### src/tkps_pkg.sv
// Shared types and constants for the top-k priority selector
package tkps_pkg;

  localparam int unsigned KeyW  = 16;
  localparam int unsigned BusW  = 16;
  localparam int unsigned StopW = 20;
  localparam int unsigned HourW = 5;
  localparam int unsigned DayW  = 2;
  localparam int unsigned RankW = 8;

  localparam logic [RankW-1:0] RANK_MAX = 8'd255;

  typedef struct packed {
    logic [KeyW-1:0]  key;
    logic [BusW-1:0]  bus;
    logic [StopW-1:0] stop;
    logic [HourW-1:0] hour;
    logic [DayW-1:0]  day;
  } rec_t;

  // operation applied to every cell this cycle
  typedef struct packed {
    logic ins;
    logic pop;
  } cell_ctl_t;

  // what a cell shows its neighbours
  typedef struct packed {
    rec_t rec;
    logic vld;
    logic gt;
  } cell_link_t;

endpackage

### src/tkps_cell.sv
// One slot of the sorted list: compare against the new word, hold or shift
module tkps_cell
  import tkps_pkg::*;
(
  input  logic       clk,
  input  logic       rst,
  input  cell_ctl_t  ctl,
  input  rec_t       new_rec,
  input  cell_link_t left,
  input  cell_link_t right,
  output cell_link_t link
);

  rec_t rec;
  logic vld;
  logic gt;

  // empty slots always yield; ties keep the older entry in front
  assign gt = !vld || (new_rec.key > rec.key);

  assign link.rec = rec;
  assign link.vld = vld;
  assign link.gt  = gt;

  always_ff @(posedge clk) begin
    if (rst) begin
      vld <= 1'b0;
    end else if (ctl.pop) begin
      vld <= right.vld;
    end else if (ctl.ins && gt) begin
      vld <= left.gt ? left.vld : 1'b1;
    end
  end

  always_ff @(posedge clk) begin
    if (ctl.pop) begin
      rec <= right.rec;
    end else if (ctl.ins && gt) begin
      rec <= left.gt ? left.rec : new_rec;
    end
  end

endmodule

### config.mk
export PLATFORM = sky130hd
export DESIGN_NAME = tkps_cell
export DESIGN_NICKNAME = d
export VERILOG_FILES = /design/src/tkps_pkg.sv /design/src/tkps_cell.sv
export SDC_FILE = /design/constraint.sdc
export NUM_CORES = 1
export LEC_CHECK = 0
export BUFFER_PORTS_ARGS = -buffer_cell sky130_fd_sc_hd__buf_2
export CAP_MARGIN = 15
export CORE_MARGIN = 3
export CORE_UTILIZATION = 42
export DETAILED_ROUTE_END_ITERATION = 8
export PLACE_DENSITY = 0.79
export SLEW_MARGIN = 5
export SYNTH_ARGS = -nofsm -noshare
export SYNTH_HDL_FRONTEND = slang
export SYNTH_SLANG_ARGS = --single-unit
### constraint.sdc
create_clock -name clk -period 4.81 [get_ports clk]
set_clock_uncertainty 0.2 [all_clocks]
set_input_delay 0.2405 -clock clk [delete_from_list [all_inputs] [get_ports clk]]
set_output_delay 0.2405 -clock clk [all_outputs]
set_load 0.01 [all_outputs]
==> reports/metrics.cfg, run 1 <==
[final_layout]
ff_latch_area_mm2=0.001792
fillers=648
fin_area_mm2=0.005249
final_common_cell=buf_2
area_delta_synth_final_pct=51.12
layout-drive-gt1-share_pct=44.37
layout.nets=791
diodes=0
multi_input_area_mm2=0.001516
final_cell_mix=buf_2 (242), nand2_1 (67), o21ai_0 (62), mux2i_1 (59), edfxtp_1 (59)

[logic_synthesis]
ys_ff_latch=60
yosysSeqAreaShare_pct=51.59
synth.avg_cell_area_um2=10.62
synth_cell_types=24
syn_inst=327
synth_nets=528
synth-warning-count=0
synth_area_mm2=0.003473

[global_routing]
grt_pass1_wl_um=16650
grt_pass1_vias=3540
antenna_found_initial=0
grt_use_total_pct=21.84
grt_max_degree=122
grt_overflow=0

[placement]
place.detailed.hpwl_um=7916
post_dp_cell_area_mm2=0.004748
numPortBuffers=244
gp_congestion=0.8677
pre_cts_slack_ns=1.602

[clock_network]
cts_tree=built
clock-sinks=60
cts-root-buf=clkbuf_8
ctsResizeCount=0
clockBufferDepth=2
clk_latency_ns=0.32
path_clk_slew_ns=0.07
htreeDepth=3
cts_made_buffers=9

[floorplanning]
io_pins=246
dieWidth_um=96.94
die-area_mm2=0.009397
die_h_um=96.94
start_util_pct=44.04
rows=32
coreArea_mm2=0.007888

[detailed_routing]
routedWlPerCell_um=15.13
post_drt_via_cell_ratio=4.920
first_pass_iters=7
vias=3429
postRouteAntennaNets=0
dr.first_iter.drc_count=109
routed_wl_um=10550
drc=0

[timing]
drv_slew=0
slew-limit-headroom_pct=32.45
fmax_ghz=0.3136
rsz0062_at_grt=false
hold_viol_final=0
period_needed_ns=3.189
fin_hold_ws_ns=0.01607
setup_ws_ns=1.621
fin_tns_setup_ns=0
setup_viol_count_final=0
worst_pin_slew_ns=1.013
period_share_pct=66.29

[run_status]
run_status=completed

[worst_setup_path]
reg2reg_depth=7
r2r-end=link[11]$_DFFE_PP_
arrival_ns=2.99
crit_fanout=36
crit_required_ns=4.62
r2r-start=link[60]$_DFFE_PP_
cp-start-kind=register
critPathLaunch=link[60]$_DFFE_PP_
rrSetupSlack_ns=1.62
endpoint=link[11]$_DFFE_PP_
critPathCaptureType=register
critical_path_class=register to register

[flow_run]
drv_cap=0

[hold_path]
hold_path_class=input pin to register

[power_and_ir_drop]
p_leak_nw=2.657
ir_worst_vdd_mv=0.2182
power.density_mw_per_mm2=297.8

worst min-delay path by stage:
stage | startpoint | end | depth (start not counted)
after floorplan | rst | vld$_SDFFE_PP0P_ | 2
after global placement | rst | vld$_SDFFE_PP0P_ | 3
after detailed placement | rst | vld$_SDFFE_PP0P_ | 3
after CTS | right[20] | link[20]$_DFFE_PP_ | 3
after global routing | right[38] | link[38]$_DFFE_PP_ | 3
final | right[4] | link[4]$_DFFE_PP_ | 3
metal layers:
layer  routed length, um  global-route usage, %  part of all wire, %  vias to the layer above
met5                   0                      0                    0                        -
met4                 252                  9.611                  2.4                        0
met3                 924                  6.705                  8.8                       24
met2                5457                  39.28                   52                      181
met1                3910                  23.43                   37                     1523
li1                    -                      -                    -                     1701
synth_stat cells:
| cell type | instances | area, um2 |
|---|---|---|
| nor2_1 | 2 | 7.510 |
| nor3b_1 | 1 | 7.510 |
| buf_4 | 4 | 30.03 |
| a21bo_2 | 1 | 10.01 |
| mux2i_1 | 59 | 590.6 |
| nor2b_1 | 1 | 6.260 |
| nand4_2 | 1 | 12.51 |
| ha_1 | 16 | 200.2 |
| nand2b_1 | 2 | 12.51 |
| buf_2 | 4 | 20.02 |
| o21a_1 | 1 | 7.510 |
| a311o_1 | 1 | 10.01 |
| a31oi_1 | 1 | 6.260 |
| inv_1 | 17 | 63.81 |
| nor4_2 | 1 | 12.51 |
| nand4_1 | 1 | 6.260 |
| dfxtp_1 | 1 | 20.02 |
| a221o_1 | 1 | 10.01 |
| a21oi_1 | 9 | 45.04 |
| edfxtp_1 | 59 | 1772 |
| nand2_1 | 67 | 251.5 |
| clkbuf_1 | 14 | 52.55 |
| o221ai_1 | 1 | 8.760 |
| o21ai_0 | 62 | 310.3 |
metrics by stage:
stage                     instances  power (mW)  util (%)
final                           697       1.563     66.55
after global routing            697       1.646     66.55
after CTS                       697       1.579     66.55
after detailed placement        654       1.029     60.20
after global placement          654       1.013     60.20
after floorplan                 327      0.8548         -
power by group:
group | internal (mW) | switching (mW) | leakage (nW)
combinational | 0.172 | 0.188 | 1.92
clock | 0.340 | 0.191 | 0.115
sequential | 0.652 | 0.0191 | 0.622
final cells by class:
| type | count | area share (%) |
|---|---|---|
| clock buffers | 10 | 2.431 |
| clock inverters | 6 | 1.955 |
| inverters | 17 | 1.216 |
| multi-input cells | 228 | 28.89 |
| flip-flops and latches | 60 | 34.14 |
| well taps | 102 | 2.431 |
| repair buffers | 274 | 28.94 |
what timing repair did:
item | 4_1_cts | 5_1_grt
buffers inserted | 0 | 0
hold buffers | 27 | 0
hold endpoints to repair | 27 | 0
logic make-up after synthesis:
logic type | count (synthesis) | synth area share, %
AOI/OAI and AO/OA | 77 | 11.74
and+or+nand+nor | 76 | 9.114
DFF | 60 | 51.59
muxes | 59 | 17.00
buffers and inverters | 39 | 4.791
adders and majority gates | 16 | 5.764
worst max-delay path, cell delays in order (launching register included):
cell      delay, ns
edfxtp_1       0.36
inv_1          0.06
ha_1           0.31
nand4_2        0.15
nor4_2         0.34
a221o_1        0.26
a311o_2        0.79
buf_4          0.38
state kept, by name, summed over array words and instances (netlist names):
register and cells:
link 59, vld 1
Note: power is estimated with default switching activity, not from simulation.
==> run 2: changes to the inputs <==
--- a/config.mk
+++ b/config.mk
@@ -8,9 +8,9 @@
 export BUFFER_PORTS_ARGS = -buffer_cell sky130_fd_sc_hd__buf_2
 export CAP_MARGIN = 15
 export CORE_MARGIN = 3
-export CORE_UTILIZATION = 42
+export CORE_UTILIZATION = 38
 export DETAILED_ROUTE_END_ITERATION = 8
-export PLACE_DENSITY = 0.79
+export PLACE_DENSITY = 0.75
 export SLEW_MARGIN = 5
 export SYNTH_ARGS = -nofsm -noshare
 export SYNTH_HDL_FRONTEND = slang
==> constraint.sdc (replaced) <==
create_clock -name clk -period 2.6 [get_ports clk]
set_clock_uncertainty 0.2 [all_clocks]
set_input_delay 0.13 -clock clk [delete_from_list [all_inputs] [get_ports clk]]
set_output_delay 0.13 -clock clk [all_outputs]
set_load 0.01 [all_outputs]
==> reports/metrics.cfg, run 2 (synthesis results as in run 1) <==
[power_and_ir_drop]
total_power_mw=2.930  ; +87%
p_leak_nw=2.977  ; +12%
power.density_mw_per_mm2=487.7  ; +64%
ir_worst_vdd_mv=0.2066  ; -5.3%

[final_layout]
ff_latch_area_mm2=0.001792  ; unchanged
layout.nets=865  ; +9.4%
multi_input_area_mm2=0.001529  ; +0.83%
final_common_cell=buf_2
final_cell_mix=buf_2 (242), dlygate4sd3_1 (99), nand2_1 (67), o21ai_0 (62)
layout-drive-gt1-share_pct=39.97  ; -4.4 points
diodes=0  ; unchanged
fillers=667  ; +2.9%
area_delta_synth_final_pct=72.95
largest_register_ffs=59  ; unchanged
fin_cells=776  ; +11%

[clock_network]
cts_made_buffers=9  ; unchanged
htreeDepth=3  ; unchanged
clock-sinks=60  ; unchanged
cts_tree=built
clockBufferDepth=2  ; unchanged
cts-root-buf=clkbuf_8
clk_latency_ns=0.33  ; about the same
path_clk_slew_ns=0.07  ; about the same

[run_status]
violations=hold timing
run_status=finished, violations left

[worst_setup_path]
critical_path_class=register to register
critPathCaptureType=register
critPathLaunch=link[56]$_DFFE_PP_
reg2reg_depth=8  ; +1
crit_fanout=36  ; unchanged
arrival_ns=2.34  ; -0.65 ns
cp-start-kind=register
crit_required_ns=2.46  ; -2.16 ns
r2r-start=link[56]$_DFFE_PP_

[detailed_routing]
post_drt_via_cell_ratio=4.990  ; +1.4%
dr.first_iter.drc_count=108  ; -0.92%
first_pass_iters=4  ; -3
drc=0  ; unchanged
postRouteAntennaNets=0  ; unchanged
routedWlPerCell_um=16.00  ; +5.7%
vias=3872  ; +13%
routed_wl_um=12410  ; +18%

[global_routing]
grt_max_degree=56  ; -54%
antenna_found_initial=0  ; unchanged
grt_pass1_wl_um=18430  ; +11%
grt_pass1_vias=4002  ; +13%
grt_overflow=0  ; unchanged
grt_use_total_pct=23.23  ; +1.4 points

[timing]
rsz0062_at_grt=false
fin_hold_ws_ns=-0.01862  ; -0.03469 ns
period_needed_ns=2.476  ; -0.7126 ns
worst_pin_slew_ns=0.5764  ; -0.4368 ns
hold_viol_final=1  ; +1
period_share_pct=95.23  ; +29 points
drv_slew=0  ; unchanged
fin_tns_setup_ns=0  ; unchanged
setup_viol_count_final=0  ; unchanged
fmax_ghz=0.4039  ; +29%
slew-limit-headroom_pct=61.57  ; +29 points

[hold_path]
hold_path_class=input pin to register
hold_start=new_rec[7]
hold_depth=3  ; unchanged

[floorplanning]
start_util_pct=39.44  ; -4.6 points
die_h_um=101.6  ; +4.8%
coreArea_mm2=0.008806  ; +12%
dieWidth_um=101.6  ; +4.8%
rows=34  ; +6.3%
die-area_mm2=0.01032  ; +9.9%
io_pins=246  ; unchanged

[placement]
gp_congestion=0.8450  ; -2.6%
numPortBuffers=244  ; unchanged
placedCellCount=662  ; +1.2%
place.detailed.hpwl_um=7803  ; -1.4%

[flow_run]
drv_cap=0  ; unchanged

## run 2: repair_timing
item | in CTS | in global routing
setup endpoints to repair | 0 | 23
setup buffers | 0 | 0
endpoints found under the hold margin | 60 | 1
hold buffers | 98 | 1
resized for setup | 0 | 1
## run 2: stage by stage
step | hold slack (ns) | setup slack [ns] | instance area (um2) | util, %
floorplan | 0.08814 | -0.1745 | 3487 | -
global placement | 0.2050 | 0.1587 | 4808 | 54.60
detailed placement | 0.2149 | 0.09425 | 4808 | 54.60
CTS | 0.00003636 | 0.08507 | 5993 | 68.06
global route | 0.0002230 | 0.01774 | 6007 | 68.22
finish | -0.01862 | 0.1239 | 6007 | 68.22
## run 2: area by class of cell
type | count | share of cell area [%]
Tap cell | 108 | 2.250
Timing Repair Buffer | 348 | 38.01
Inverter | 17 | 1.062
Sequential cell | 60 | 29.83
Clock buffer | 9 | 2.062
Clock inverter | 6 | 1.333
Multi-Input combinational cell | 228 | 25.45
## run 2: worst max-delay path, stage by stage, from the launching register on
cell      delay (ns)
edfxtp_1        0.40
inv_1           0.11
ha_4            0.21
a21oi_1         0.15
o21a_1          0.14
o221ai_1        0.11
a221o_1         0.31
a311o_2         0.37
buf_12          0.19
## run 2: worst paths after layout
check | endpoint | slack (ns)
min reg2reg | vld$_SDFFE_PP0P_ | 0.50
max | link[3]$_DFFE_PP_ | 0.12
max reg2reg | link[3]$_DFFE_PP_ | 0.12
min | link[9]$_DFFE_PP_ | -0.02
## run 2: layer usage
| metal | share of wire (%) | track usage (%) | vias up |
|---|---|---|---|
| li1 | - | - | 1852 |
| met1 | 35 | 22.46 | 1761 |
| met2 | 53 | 43.71 | 215 |
| met3 | 8.4 | 7.025 | 44 |
| met4 | 3.9 | 12.37 | 0 |
| met5 | 0 | 0 | - |
## run 2: report_power, final
group          internal, mW  switching [mW]  total (mW)
logic                 0.423           0.381       0.804
clock network         0.526           0.357       0.884
registers              1.21          0.0372        1.24
total                  2.15           0.775        2.93
